==> src/discrete_alias_sampler_defines.svh <==
// Assertion macros for the discrete alias sampler.
// Depends on nothing; taken in by discrete_alias_sampler, the module that asserts.
`ifndef DISCRETE_ALIAS_SAMPLER_DEFINES_SVH
`define DISCRETE_ALIAS_SAMPLER_DEFINES_SVH
`ifndef SYNTH
`define DAS_ASSERT(lbl, clk, rstn, prop) \
    lbl: assert property (@(posedge clk) disable iff (!rstn) prop) \
        else $error("das assertion failed");
`define DAS_ASSERT_NR(lbl, clk, prop) \
    lbl: assert property (@(posedge clk) prop) else $error("das assertion failed");
`else
`define DAS_ASSERT(lbl, clk, rstn, prop)
`define DAS_ASSERT_NR(lbl, clk, prop)
`endif
`endif

==> src/das_pkg.sv <==
// Package for the discrete alias sampler: beat types, codes, widths.
// No dependencies.
package das_pkg;
    localparam int SLOTS       = 64;
    localparam int IDX_W       = 6;
    localparam int WGT_W       = 32;
    localparam int TOT_W       = 38;
    localparam int BAR_W       = 60;
    localparam int THR_W       = 64;
    localparam int FRAC_BITS   = 53;
    localparam int THR_SHIFT   = 11;
    localparam int SCALE_STEPS = 59;
    localparam int DEF_NUM_SYMBOLS = 64;
    localparam int DEF_WEIGHT_BITS = 32;
    localparam logic [BAR_W-1:0] BAR_ONE = BAR_W'(1) << FRAC_BITS;

    typedef enum logic [1:0] {
        MODE_LOAD   = 2'd0,
        MODE_BUILD  = 2'd1,
        MODE_SAMPLE = 2'd2,
        MODE_NONE   = 2'd3
    } t_mode;

    typedef enum logic [1:0] {
        ST_BUILT    = 2'd0,
        ST_DRAWN    = 2'd1,
        ST_ZERO     = 2'd2,
        ST_NOTBUILT = 2'd3
    } t_status;

    typedef struct packed {
        logic [1:0]       mode;
        logic [IDX_W-1:0] symbol_index;
        logic [WGT_W-1:0] weight;
        logic [63:0]      random_word;
    } t_in_beat;

    typedef struct packed {
        logic [1:0]       status;
        logic [IDX_W-1:0] symbol;
    } t_out_beat;

    typedef struct packed {
        logic [THR_W-1:0] thr;
        logic [IDX_W-1:0] alias_idx;
    } t_tab_entry;
endpackage

==> src/das_div.sv <==
// Bit-serial restoring divider: floor(w * 2^59 / total), w <= total.
// Depends on das_pkg.
module das_div
    import das_pkg::*;
(
    input  logic             i_clk,
    input  logic             i_rst_n,
    input  logic             i_start,
    input  logic [TOT_W-1:0] i_dividend,
    input  logic [TOT_W-1:0] i_divisor,
    output logic             o_done,
    output logic [BAR_W-1:0] o_quot
);
    logic [TOT_W-1:0] r_rem;
    logic [TOT_W-1:0] r_den;
    logic [BAR_W-1:0] r_quot;
    logic [5:0]       r_cnt;
    logic             r_busy;
    logic             r_done;
    logic [TOT_W:0]   rem2;
    logic             ge;
    logic             q0;

    assign q0   = i_dividend >= i_divisor;
    assign rem2 = {r_rem, 1'b0};
    assign ge   = rem2 >= {1'b0, r_den};

    always_ff @(posedge i_clk) begin
        if (!i_rst_n) begin
            r_busy <= 1'b0;
            r_done <= 1'b0;
            r_cnt  <= '0;
        end else begin
            r_done <= 1'b0;
            if (i_start) begin
                r_busy <= 1'b1;
                r_cnt  <= '0;
                r_den  <= i_divisor;
                r_quot <= BAR_W'(q0);
                r_rem  <= q0 ? (i_dividend - i_divisor) : i_dividend;
            end else if (r_busy) begin
                r_rem  <= ge ? TOT_W'(rem2 - {1'b0, r_den}) : TOT_W'(rem2);
                r_quot <= {r_quot[BAR_W-2:0], ge};
                r_cnt  <= r_cnt + 6'd1;
                if (r_cnt == 6'(SCALE_STEPS - 1)) begin
                    r_busy <= 1'b0;
                    r_done <= 1'b1;
                end
            end
        end
    end

    assign o_done = r_done;
    assign o_quot = r_quot;
endmodule

==> config.mk <==
export PLATFORM = sky130hd
export DESIGN_NAME = das_div
export DESIGN_NICKNAME = d
export VERILOG_FILES = /design/src/discrete_alias_sampler_defines.svh /design/src/das_pkg.sv /design/src/das_div.sv
export SDC_FILE = /design/constraint.sdc
export NUM_CORES = 1
export LEC_CHECK = 0
export CAP_MARGIN = 0
export CORE_AREA = 2 2 177 179
export CTS_CLUSTER_DIAMETER = 60
export DETAILED_ROUTE_END_ITERATION = 10
export DIE_AREA = 0 0 179 181
export DONT_BUFFER_PORTS = 1
export GPL_TIMING_DRIVEN = 0
export SETUP_SLACK_MARGIN = 0.5
export SYNTH_ARGS = -nofsm -noshare
export SYNTH_HDL_FRONTEND = slang
export SYNTH_SLANG_ARGS = --single-unit
==> constraint.sdc <==
create_clock -name i_clk -period 4.77 [get_ports i_clk]
set_input_delay 0.477 -clock i_clk [delete_from_list [all_inputs] [get_ports i_clk]]
set_output_delay 0.477 -clock i_clk [all_outputs]
set_load 0.02 [all_outputs]
# Word-level counts from Yosys, hierarchy flattened
# Cells that the tools add are included.
[totals]
reg_bits = 144
inputBits = 79
out_inout_bits = 61
[op_classes]
muxes = 10
n_lt_le_gt_ge = 2
n_eq_ne = 1
reduce_logical = 5
add_sub_neg = 3
n_bitwise = 2
[ops]
columns = ["cell", "count"]
rows = [
  ["2-to-1 mux 38 bit", 4],
  ["subtractor 38 bit", 2],
  ["2-to-1 mux 60 bit", 1],
  ["greater-or-equal comparator 39 x 38 -> 1 bit", 1],
  ["greater-or-equal comparator 38 bit", 1],
  ["adder 6 x 1 -> 6 bit, second input constant", 1],
  ["equality test 6 bit, second input constant", 1],
  ["2-to-1 mux 1 bit", 5],
  ["AND reduction 2 bit", 2],
  ["OR reduction 3 bit", 1],
  ["NOT 1 bit", 2],
  ["nonzero test 2 bit", 1],
  ["OR reduction 2 bit", 1],
]

# Depth between registers and ports, before layout
# Gate-level depths: netlist of the first run.
[logic_depth]
word_depth = 4
depth_mapped = 14

# Worst setup path before layout of the first run
# Ideal clock, no wire load.
[synth_path]
kind = "input-to-reg"
startpoint = "input i_start"
endpoint = "register r_busy"
setup_time_ps = 68
path_buffers = 2
required_ps = 4702
slack_ps = 1132
path_stages = 4
arrival_ps = 3570
cell_sequence = "clkbuf_1 > buf_2 > o21a_1 > o41a_1"
[synth_between]
elab_chain_cells = 1
[synth_rtl]
columns = ["element", "line", "rtl"]
rows = [
  ["start, declared", "das_div.sv:8", "input logic i_start,"],
  ["2-to-1 mux 1 bit", "das_div.sv:35", "if (i_start) begin"],
  ["end signal, assigned", "das_div.sv:30", "r_busy <= 1'b0;"],
  ["end signal, assigned", "das_div.sv:36", "r_busy <= 1'b1;"],
  ["end signal, assigned", "das_div.sv:46", "r_busy <= 1'b0;"],
  ["end, declared", "das_div.sv:18", "logic r_busy;"],
]
# Every way passes these cells.
# A chain may end at the register's enable or synchronous reset.

# Worst setup path in the final report of the first run
[layout_path]
startpoint = "register r_rem[0]"
endpoint = "register r_rem[2], data pin"
[layout_between]
elab_chain_cells = 4
elab_cells_between_ends = 5
[layout_rtl]
columns = ["element", "line", "rtl"]
rows = [
  ["start, declared", "das_div.sv:14", "logic [TOT_W-1:0] r_rem;"],
  ["start signal, assigned", "das_div.sv:40", "r_rem <= q0 ? (i_dividend - i_divisor) : i_dividend;"],
  ["start signal, assigned", "das_div.sv:42", "r_rem <= ge ? TOT_W'(rem2 - {1'b0, r_den}) : TOT_W'(rem2);"],
  ["subtractor 38 bit or greater-or-equal comparator 39 x 38 -> 1 bit (tied branches)", "das_div.sv:42, das_div.sv:26", ""],
  ["2-to-1 mux 38 bit (*)", "das_div.sv:42", ""],
  ["2-to-1 mux 38 bit (*)", "das_div.sv:41", "end else if (r_busy) begin"],
  ["2-to-1 mux 38 bit (*)", "das_div.sv:35", ""],
]
# Every way passes the cells marked *; elsewhere a longest branch is shown, timed or not. The select of a mux whose other input is x is not followed.

==> results of run 1 <==
[registers in the layout (all words and copies together) (netlist names)]
register,flops
o_done,1
o_quot,60
r_busy,1
r_cnt,6
r_den,38
r_rem,38
[per-layer routing]
metal  share of wire [%]  vias up  GRT usage, %
li1                    -     4198             -
met1                  45     4075          24.6
met2                  47      267          30.6
met5                   0        -             0
met3                 6.4       22          3.77
met4                 1.2        0          4.42
[worst max-delay path, delay by kind of cell (launching register included)]
kind,cells,cell delay [ns]
flip-flops,1,0.44
adder cells (fa/ha/maj),1,0.33
AO/OA/AOI/OAI,7,1.94
AND/OR/NAND/NOR,2,0.24
buffers and inverters,2,0.70
[stage by stage]
stage	worst slack, ns	instance area, um2	instances	total power, uW
after floorplan	1.13	10600	1140	2600
after global placement	-0.489	11100	1536	2910
after detailed placement	0.832	11100	1538	2920
after CTS	0.831	11800	1570	4390
after global routing	0.645	11800	1570	4610
final	0.801	11800	1570	4370
[kinds of logic (layout without fill, tap and decap cells)]
group | Yosys count | in the layout
flip-flops | 144 | 144
AND/OR/NAND/NOR | 353 | 353
multiplexers | 15 | 15
AO/OA/AOI/OAI | 333 | 333
XOR/XNOR | 64 | 64
adder cells (fa/ha/maj) | 80 | 80
buffers and inverters | 151 | 185
[cells in the mapped netlist (10+ instances only)]
| master | instances |
|---|---|
| sky130_fd_sc_hd__a21o_1 | 29 |
| sky130_fd_sc_hd__and3_1 | 10 |
| sky130_fd_sc_hd__a21oi_1 | 93 |
| sky130_fd_sc_hd__nor2b_1 | 71 |
| sky130_fd_sc_hd__nor3_1 | 18 |
| sky130_fd_sc_hd__xor2_1 | 29 |
| sky130_fd_sc_hd__o21ai_0 | 55 |
| sky130_fd_sc_hd__clkbuf_1 | 30 |
| sky130_fd_sc_hd__nand2_1 | 99 |
| sky130_fd_sc_hd__inv_1 | 98 |
| sky130_fd_sc_hd__a211oi_1 | 27 |
| sky130_fd_sc_hd__nand3_1 | 18 |
| sky130_fd_sc_hd__a31oi_1 | 31 |
| sky130_fd_sc_hd__edfxtp_1 | 136 |
| sky130_fd_sc_hd__o21a_1 | 21 |
| sky130_fd_sc_hd__nor2_1 | 77 |
| sky130_fd_sc_hd__xnor2_1 | 35 |
| sky130_fd_sc_hd__buf_2 | 14 |
| sky130_fd_sc_hd__ha_1 | 78 |
| sky130_fd_sc_hd__nand4_1 | 15 |
| sky130_fd_sc_hd__mux2i_1 | 11 |
[cells in the final DEF, fill, tap and decap left out, drive strengths merged, types with 5 or more instances in the layout]
master and count:
clkbuf 48, nor2 79, ha 78, a21oi 93, mux2i 11, o21ai 58, nor2b 71, a21o 29
o211ai 9, nor4 7, nor3b 5, o31a 5, clkinv 5, a211oi 27, o31ai 6, and3 10
xor2 29, nand4 15, a31oi 32, nand3 18, o2bb2ai 5, xnor2 35, nor3 18, o21bai 5
buf 23, edfxtp 136, o21a 21, and2 8, dfxtp 8, nand2 99, inv 104
[how the worst max path moves through the flow]
stage                        start       end  cells after the start
after detailed placement  r_rem[0]  r_rem[2]                     12
after global routing      r_rem[0]  r_rem[2]                     12
after global placement     i_start    r_busy                      4
final                     r_rem[0]  r_rem[2]                     12
after floorplan            i_start    r_busy                      4
after CTS                 r_rem[0]  r_rem[2]                     12
[cell type report]
| cell class | count | area (um2) | area share [%] |
|---|---|---|---|
| buffer | 51 | 250 | 2.13 |
| clock buffer | 18 | 429 | 3.65 |
| clock inverter | 14 | 203 | 1.72 |
| inverter | 100 | 375 | 3.19 |
| multi-input combinational | 845 | 5720 | 48.6 |
| sequential | 144 | 4240 | 36.1 |
| tap | 396 | 495 | 4.21 |
| timing repair buffer | 2 | 47.5 | 0.404 |
[report_power, final]
| group | leakage (uW) | internal, uW | switching, uW |
|---|---|---|---|
| registers | 0.00137 | 1520 | 86.7 |
| logic | 0.00297 | 510 | 802 |
| clock network | 0.000306 | 886 | 573 |
==> impl_summary.txt, run 1 <==
----------------------------------------------------
[Logic synthesis]
  Area share of and/or/nand/nor cells after synthesis ... 16.7%
  Multiplexer share of the synthesized area ... ~1.5%
  Netlist area before placement ... roughly 11000 um2
  FFs w/ async S/R, synth ... 0%
  Dominant combinational cell family by area after synthesis ... compound AO/OA/AOI/OAI gates
  Adder-Cell Fraction of Synth Area ... 9.60%
  Yosys top cell by area ... sky130_fd_sc_hd__edfxtp_1
  Share of the synthesized area in the top cell type ... 38.6%
  Syn Nets ... 1299
  Warnings, synthesis ... 0
  Post-synth cell types ... 78
  Number of flip-flops and latches in the synthesized netlist ... between 100 and 150
  Count of flip-flops with a built-in enable after synthesis ... 136
  Cell types occupying the most area after synthesis ... sky130_fd_sc_hd__edfxtp_1 39%, sky130_fd_sc_hd__ha_1 9.2%, sky130_fd_sc_hd__a21oi_1 4.4%
  Main flop type after synthesis ... sky130_fd_sc_hd__edfxtp_1
  Part of the Yosys area used for sequential elements ... 40.1%
  Synth Area in Compound Gates ... 20.9%
  Per-instance average area after synthesis ... 9.28 um2
  Xor-xnor portion of the synthesized cell area ... 5.30%
  Number of cells produced by synthesis ... about 1100

[CTS]
  Worst-case clock buffer depth ... 2
  Hold buffers post-CTS ... 0
  H-tree lvl count ... 4
  Clock-pin slew on the worst setup and hold paths ... 0.07 ns
  # Post-CTS Setup Buffers ... 0
  Post-CTS sizing ... 0
  CTS tree ... yes
  Total CTS buffers ... 17
  Clock sink count ... 144
  Clk_lat worst skew ... ~0.43 ns
  Clock tree root driver cell ... sky130_fd_sc_hd__clkbuf_16

[Critical path]
  Maximum single-stage delay on the critical path ... ~0.44 ns
  Classification of the worst setup path ... reg -> reg
  Reg2reg start ... r_rem[0]
  Highest-delay cell along the critical path ... sky130_fd_sc_hd__edfxtp_1
  Ordered cell list for the critical path ... ha_1, nor2b_1, o31a_1, o31ai_2, a22o_1, a31oi_4, a41oi_1, buf_2, buf_2, nor2_1, a211oi_1, a31oi_1
  Kind of capture point of the worst setup path ... flop
  Largest fanout of any net on the critical path ... 10
  Startpoint type of the worst setup path ... flop
  Worst reg2reg endpoint ... r_rem[2]
  Most used cell along the critical path ... sky130_fd_sc_hd__buf_2
  Arrival @ worst endpoint ... 4.09 ns
  Worst reg2reg setup slack ... 0.80 ns
  R2r worst-path depth ... 12
  Required time at the worst-slack endpoint ... just under 5 ns

[Floorplanning]
  Die Area ... 32400 um2
  I/O pin count ... 140
  # rows ... 64
  X dimension of the die ... between 150 and 200 um
  Die Y-Extent ... between 150 and 200 um
  Effective utilization at floorplan ... 34.9%
  Core Area ... 30300 um2

[Timing]
  Transition time at the pin with the least slew margin ... 0.811 ns
  Relative slew margins ... a little under half
  Setup violation total in the final timing report ... 0
  Final Hold Viols ... 0
  Post-route clock skew ... 0.0135 ns
  Final Hold Slack ... 0.135 ns
  Final cycle utilization of the critical path ... 83.2%
  Final-report max-slew violation count ... 0
  Total negative setup slack ... 0 ns
  Post-layout min period ... between 3 and 4 ns
  Setup repair after global routing missed its margin ... no
  Top achievable clock speed ... roughly 250 MHz

[Detailed routing]
  Routed WL ... around 30000 um
  Post-detailed-route wirelength per cell ... 19.2 um
  # DRC ... 0
  Via total after detailed routing ... approximately 8600
  Detailed router's first-iteration violation count ... 523
  Detail-routed via count per cell ... around 5.5
  DRT Pass-1 Iters ... 5
  Antenna Nets Post-Route ... 0

[Finish]
  Utilization after layout ... 38.8%
  Total of fill cells in the finished design ... 2998
  Share of post-route cells with drive strength above 1 ... between 6 and 7%
  Ant diodes ... 0
  Area delta synth->final ... 11.2%
  NumNets Final ... 1320

[Global routing]
  Gr ovfl total ... 0
  First-pass GRT wire length ... roughly 47000 um
  Pin count of the biggest net entering global routing ... 64
  Vias in the first global route ... 8377
  Number of antenna violations at the first check in global routing ... 0
  Global routing usage summed across all routing layers ... a little under a fifth

[Power and ir drop]
  Cell Pwr Density ... 372 nW/um2
  Leakage Power ... 0.00464 uW
  VDD IR max ... 0.238 mV

[Job]
  Max Cap Violations ... 0

[Place]
  Post-DP HPWL ... about 24000 um
  Final RePlAce weighted congestion ... 0.932
  Port Buffer Count ... 0

[Min path]
  Class of the tightest hold or removal check ... in -> reg
  Hold path startpoint ... i_divisor[20]
  Hold Crit Depth ... 0
  Endpoint of the worst hold-timing path ... r_den[20]

[Status]
  Run status ... finished clean

----------------------------------------------------
Power figures use the tool's default switching activity.
==> inputs of run 2 (changes only) <==
==> constraint.sdc (replaced) <==
create_clock -name i_clk -period 3.9 [get_ports i_clk]
set_input_delay 0.39 -clock i_clk [delete_from_list [all_inputs] [get_ports i_clk]]
set_output_delay 0.39 -clock i_clk [all_outputs]
set_load 0.02 [all_outputs]
==> run 2 against run 1 <==
Compared with the run above: core utilization rose by 0.91 points; combinational power grew 30%; clock skew increased by 0.0020 ns; critical path type unchanged; register-to-register slack got worse by 0.14 ns; critical endpoint is now r_rem[28].
==> impl_summary.txt, run 2 (synthesized netlist as in run 1, its figures left out) <==
----------------------------------------------------
[CTS]
  CTS tree ... yes
  Hold buffers post-CTS ... 0
  Worst-case clock buffer depth ... 2
  Clk_lat worst skew ... 0.44 ns
  Clock tree root driver cell ... sky130_fd_sc_hd__clkbuf_16
  Clock-pin slew on the worst setup and hold paths ... ~0.070 ns
  Clock sink count ... between 100 and 150
  Total CTS buffers ... 17
  H-tree lvl count ... 4

[Detailed routing]
  Post-detailed-route wirelength per cell ... 19.3 um
  DRT Pass-1 Iters ... 5
  Antenna Nets Post-Route ... 0
  Routed WL ... 30400 um
  Detail-routed via count per cell ... approximately 5.5
  Detailed router's first-iteration violation count ... between 500 and 600
  Via total after detailed routing ... 8612
  # DRC ... 0

[Finish]
  Register cell area after layout ... about 4200 um2
  Commonest non-fill, non-tap cell in the layout ... sky130_fd_sc_hd__edfxtp_1
  Flip-flop count of the largest register after layout ... 60
  NumNets Final ... 1328
  Area delta synth->final ... 13.8%
  Post-Layout Cell Count ... 1578
  Total of fill cells in the finished design ... 2991
  Share of post-route cells with drive strength above 1 ... 9.90%
  Top library cells by usage in the layout, fill and taps aside ... 136 x sky130_fd_sc_hd__edfxtp_1, 99 x sky130_fd_sc_hd__nand2_1, 98 x sky130_fd_sc_hd__inv_1
  Layout Cell Area excl Fill ... 12000 um2
  Ant diodes ... 0
  Utilization after layout ... 39.7%
  Combined area of the multi-input logic cells ... 5890 um2

[Critical path]
  Critical path buffers and inverters ... 4
  Required time at the worst-slack endpoint ... 4.06 ns
  CP delay by family, top ... simple AND/OR/NAND/NOR gates
  Kind of capture point of the worst setup path ... flop
  Largest fanout of any net on the critical path ... 10
  Worst reg2reg endpoint ... r_rem[28]
  Worst reg2reg setup slack ... about 0.67 ns
  Arrival @ worst endpoint ... 3.40 ns
  Worst path depth ... 14
  Highest-delay cell along the critical path ... sky130_fd_sc_hd__edfxtp_1
  Ordered cell list for the critical path ... ha_1, clkbuf_2, and3_4, and3_1, and4_1, nor4_4, nand2_1, a41oi_2, buf_6, buf_4, buf_8, nor2_1, o21ai_0, a32oi_1
  Start point of the critical path ... r_rem[31]
  Startpoint type of the worst setup path ... flop
  End point of the critical path ... r_rem[28]
  Reg2reg start ... r_rem[31]
  R2r worst-path depth ... 14
  Classification of the worst setup path ... reg -> reg
  Maximum single-stage delay on the critical path ... between 0.4 and 0.5 ns

[Timing]
  Transition time at the pin with the least slew margin ... between 0.9 and 1 ns
  Setup violation total in the final timing report ... 0
  Final Hold Slack ... between 0.04 and 0.05 ns
  Final cycle utilization of the critical path ... 82.9%
  Post-route clock skew ... 0.0156 ns
  Top achievable clock speed ... 309 MHz
  Post-layout min period ... 3.23 ns
  Relative slew margins ... 39.9%
  Final Hold Viols ... 0
  Setup repair after global routing missed its margin ... no
  Final-report max-slew violation count ... 0

[Power and ir drop]
  Part of the total power dissipated in the clock network ... 33.1%
  Part of the power in registers ... 35.8%
  Leakage Power ... approximately 0.0047 uW
  Switching power total ... around 1800 uW
  Cell Pwr Density ... 455 nW/um2
  Switching share of total power ... 33.0%
  Logic pwr share ... 31.0%
  P_int ... between 3000 and 4000 uW
  VDD IR max ... 0.298 mV

[Global routing]
  Global routing usage summed across all routing layers ... around a fifth
  Vias in the first global route ... 8439
  Pin count of the biggest net entering global routing ... between 60 and 70
  First-pass GRT wire length ... 47300 um
  Number of antenna violations at the first check in global routing ... 0
  Gr ovfl total ... 0

[Floorplanning]
  Effective utilization at floorplan ... 34.9%
  # rows ... 64
  Die Area ... 32400 um2
  X dimension of the die ... 179 um
  Die Y-Extent ... 181 um
  I/O pin count ... 140
  Core Area ... 30300 um2

[Place]
  Total placed cells including tap cells ... 1538
  Post-DP HPWL ... 23900 um
  Cell area reported after detailed placement ... 11100 um2
  Port Buffer Count ... 0
  Final RePlAce weighted congestion ... 0.938

[Status]
  Run status ... finished clean

[Min path]
  Class of the tightest hold or removal check ... in -> reg

[Job]
  Max Cap Violations ... 0

----------------------------------------------------
==> run 2: how the worst min path moves through the flow <==
stage / start / to / slack, ns / cells past startpoint
2_1_floorplan: r_cnt[5] / o_done / 0.45 / 2
3_3_place_gp: r_cnt[5] / r_cnt[5] / 0.47 / 2
3_5_place_dp: r_cnt[5] / o_done / 0.48 / 2
4_1_cts: i_divisor[18] / r_den[18] / 0.02 / 0
5_1_grt: i_divisor[18] / r_den[18] / 0.03 / 0
6_report: i_divisor[18] / r_den[18] / 0.04 / 0
==> run 2: per-stage QoR <==
step	setup slack, ns	power (uW)	setup TNS (ns)
after floorplan	0.887	3170	0
after global placement	-0.0134	3560	-0.0134
after detailed placement	-0.0255	3570	-0.0255
after CTS	0.500	5420	0
after global routing	0.504	5770	0
final	0.666	5480	0
==> run 2: cell type report <==
type	instances	area share, %
Buffer	51	2.37
Clock buffer	19	3.60
Clock inverter	13	1.74
Inverter	100	3.12
Multi-Input combinational cell	845	48.9
Sequential cell	144	35.3
Tap cell	396	4.12
Timing Repair Buffer	10	0.894
==> run 2: power groups by stage <==
stage | sequential, uW | combinational [uW] | clock, uW
3_3_place_gp | 1990 | 1560 | 0
6_report | 1970 | 1700 | 1810
4_1_cts | 1960 | 1620 | 1850
2_1_floorplan | 1970 | 1200 | 0
3_5_place_dp | 1990 | 1570 | 0
5_1_grt | 1980 | 1880 | 1900
==> run 2: worst reg2reg max path, stage by stage, from the launching register on <==
cell and delay (ns):
sky130_fd_sc_hd__edfxtp_1 0.41, sky130_fd_sc_hd__ha_1 0.31, sky130_fd_sc_hd__clkbuf_2 0.17, sky130_fd_sc_hd__and3_4 0.21, sky130_fd_sc_hd__and3_1 0.20, sky130_fd_sc_hd__and4_1 0.22
sky130_fd_sc_hd__nor4_4 0.29, sky130_fd_sc_hd__nand2_1 0.09, sky130_fd_sc_hd__a41oi_2 0.22, sky130_fd_sc_hd__buf_6 0.17, sky130_fd_sc_hd__buf_4 0.17, sky130_fd_sc_hd__buf_8 0.17
sky130_fd_sc_hd__nor2_1 0.05, sky130_fd_sc_hd__o21ai_0 0.14, sky130_fd_sc_hd__a32oi_1 0.14
==> run 2: repair_timing <==
action,CTS,global route
buffers inserted,5,3
cloned,0,0
gates resized for setup,12,42
pin swaps,2,5
setup endpoints to repair,37,35
==> run 2: layer usage <==
layer | part of all wire, % | global-route usage, % | up-vias
li1 | - | - | 4205
met1 | 45 | 25.2 | 4092
met2 | 46 | 30.4 | 267
met3 | 5.9 | 3.24 | 48
met4 | 3.1 | 7.41 | 0
met5 | 0 | 0 | -
==> inputs of run 3 (changes only) <==
==> constraint.sdc (replaced) <==
create_clock -name i_clk -period 2.95 [get_ports i_clk]
set_input_delay 0.295 -clock i_clk [delete_from_list [all_inputs] [get_ports i_clk]]
set_output_delay 0.295 -clock i_clk [all_outputs]
set_load 0.02 [all_outputs]
==> run 3 against run 2 <==
Compared with the run above: via count is 6.5% higher; critical endpoint is now r_rem[34]; largest cell class unchanged; highest routed layer unchanged; the run now ends with negative setup slack left; global-route usage grew 1.3 points; flip-flop and latch count unchanged.
==> impl_summary.txt, run 3 (synthesized netlist as in run 1, its figures left out) <==
----------------------------------------------------
[Status]
  Run status ... finished with violations
  Violated checks ... negative setup slack

[Detailed routing]
  DRT Pass-1 Iters ... 5
  Detailed router's first-iteration violation count ... 519
  Via total after detailed routing ... 9171
  Routed WL ... 33600 um
  Antenna Nets Post-Route ... 0
  # DRC ... 0
  Post-detailed-route wirelength per cell ... 20.2 um
  Detail-routed via count per cell ... 5.51

[Power and ir drop]
  Switching share of total power ... 35.0%
  Part of the total power dissipated in the clock network ... between 20% and 30%
  Cell Pwr Density ... approximately 560 nW/um2
  Switching power total ... 2750 uW
  Leakage Power ... 0.00531 uW
  Logic pwr share ... approximately 39%
  Part of the power in registers ... about 33%
  VDD IR max ... 0.408 mV
  P_int ... 5110 uW

[CTS]
  Clock tree root driver cell ... sky130_fd_sc_hd__clkbuf_16
  Clock-pin slew on the worst setup and hold paths ... 0.07 ns
  Worst-case clock buffer depth ... 2
  Clock sink count ... 144
  CTS tree ... yes
  Clk_lat worst skew ... 0.43 ns
  H-tree lvl count ... 4
  Total CTS buffers ... 17

[Floorplanning]
  Die Y-Extent ... 181 um
  Die Area ... 32400 um2
  X dimension of the die ... between 150 and 200 um
  I/O pin count ... 140
  # rows ... 64
  Core Area ... 30300 um2
  Effective utilization at floorplan ... 34.9%

[Job]
  Max Cap Violations ... 0

[Timing]
  Relative slew margins ... between 10% and 20%
  Setup repair after global routing missed its margin ... yes
  Final setup margin ... -0.0838 ns
  Top achievable clock speed ... 330 MHz
  Final Hold Viols ... 0
  Setup violation total in the final timing report ... 25
  Final cycle utilization of the critical path ... 103%
  Final-report max-slew violation count ... 0
  Post-route clock skew ... 0.0186 ns
  Post-layout min period ... about 3 ns
  Transition time at the pin with the least slew margin ... 1.23 ns

[Finish]
  Commonest non-fill, non-tap cell in the layout ... sky130_fd_sc_hd__edfxtp_1
  Total of fill cells in the finished design ... 2815
  Layout Cell Area excl Fill ... 13900 um2
  Flip-flop count of the largest register after layout ... 60
  Top library cells by usage in the layout, fill and taps aside ... 136 x sky130_fd_sc_hd__edfxtp_1, 95 x sky130_fd_sc_hd__nand2_1, 90 x sky130_fd_sc_hd__inv_1
  Post-Layout Cell Count ... 1664
  Area delta synth->final ... 31.6%
  Ant diodes ... 0
  Register cell area after layout ... roughly 4200 um2
  Combined area of the multi-input logic cells ... a little under 7000 um2
  NumNets Final ... 1414
  Utilization after layout ... between 40% and 50%
  Share of post-route cells with drive strength above 1 ... 23.3%

[Global routing]
  Gr ovfl total ... 0
  First-pass GRT wire length ... just over 50000 um
  Global routing usage summed across all routing layers ... about a fifth
  Vias in the first global route ... 9153
  Pin count of the biggest net entering global routing ... 100
  Number of antenna violations at the first check in global routing ... 0

[Place]
  Port Buffer Count ... 0
  Post-DP HPWL ... 23900 um
  Final RePlAce weighted congestion ... between 0.9 and 1
  Cell area reported after detailed placement ... 11400 um2
  Total placed cells including tap cells ... 1537

[Critical path]
  Arrival @ worst endpoint ... 3.28 ns
  Kind of capture point of the worst setup path ... flop
  Classification of the worst setup path ... reg -> reg
  Largest fanout of any net on the critical path ... 5
  Startpoint type of the worst setup path ... flop
  Required time at the worst-slack endpoint ... 3.20 ns

[Min path]
  Class of the tightest hold or removal check ... in -> reg

----------------------------------------------------
-- run 3: layout make-up --
| cell class | count | share of cell area, % |
|---|---|---|
| multi-input combinational | 845 | 48.7 |
| sequential | 144 | 30.5 |
| timing repair buffer | 96 | 7.29 |
| tap | 396 | 3.56 |
| clock buffer | 17 | 3.06 |
| buffer | 51 | 2.97 |
| inverter | 100 | 2.84 |
| clock inverter | 15 | 1.13 |
-- run 3: metrics by stage --
step	setup slack [ns]	power, uW	TNS, ns	hold slack, ns
after floorplan	0.0698	4260	0	0.394
after global placement	-0.518	4780	-14.93	0.394
after detailed placement	-0.576	4790	-16.06	0.394
after CTS	-0.0314	7580	-0.0718	0.0294
after global routing	-0.202	8250	-4.28	0.0509
final	-0.0838	7860	-0.648	0.0558
-- run 3: final timing paths --
path	start	to	slack, ns	depth (start not counted)
setup / recovery	r_rem[0]	r_rem[34]	-0.08	13
hold / removal	i_rst_n	o_done	0.06	2
hold reg to reg	r_cnt[5]	r_cnt[5]	0.49	2
setup reg to reg	r_rem[0]	r_rem[34]	-0.08	13
-- run 3: metal layers --
layer | vias to the layer above | track usage (%) | wire length [um] | part of all wire [%]
met5 | - | 0 | 0 | 0
met4 | 0 | 7.09 | 1020 | 3.0
met3 | 59 | 3.37 | 1920 | 5.7
met2 | 292 | 34.0 | 16200 | 48
met1 | 4442 | 26.2 | 14400 | 43
li1 | 4378 | - | - | -
-- run 3: power groups by stage --
stage	clock [uW]	combinational, uW	sequential [uW]
2_1_floorplan	0	1650	2610
3_3_place_gp	0	2140	2640
3_5_place_dp	0	2160	2640
4_1_cts	2240	2730	2610
5_1_grt	2330	3280	2630
6_report	2210	3040	2610
-- run 3: critical path, stage by stage, from the launching register on --
cell and delay [ns]:
sky130_fd_sc_hd__edfxtp_1 0.47, sky130_fd_sc_hd__ha_4 0.26, sky130_fd_sc_hd__nor2b_4 0.13, sky130_fd_sc_hd__o31a_1 0.29, sky130_fd_sc_hd__o31ai_4 0.31, sky130_fd_sc_hd__a22o_4 0.19, sky130_fd_sc_hd__a31oi_4 0.10, sky130_fd_sc_hd__a41oi_2 0.20
sky130_fd_sc_hd__buf_6 0.19, sky130_fd_sc_hd__buf_12 0.15, sky130_fd_sc_hd__buf_12 0.13, sky130_fd_sc_hd__buf_12 0.14, sky130_fd_sc_hd__a21oi_4 0.05, sky130_fd_sc_hd__a32oi_1 0.24
-- run 3: what timing repair did --
| item | CTS | global route |
|---|---|---|
| setup endpoints to repair | 39 | 39 |
| cloned | 3 | 2 |
| pin swaps | 49 | 22 |
| gates resized for setup | 157 | 68 |
| hold buffers | 38 | 0 |
| hold endpoints to repair | 38 | 0 |
| setup buffers | 35 | 16 |
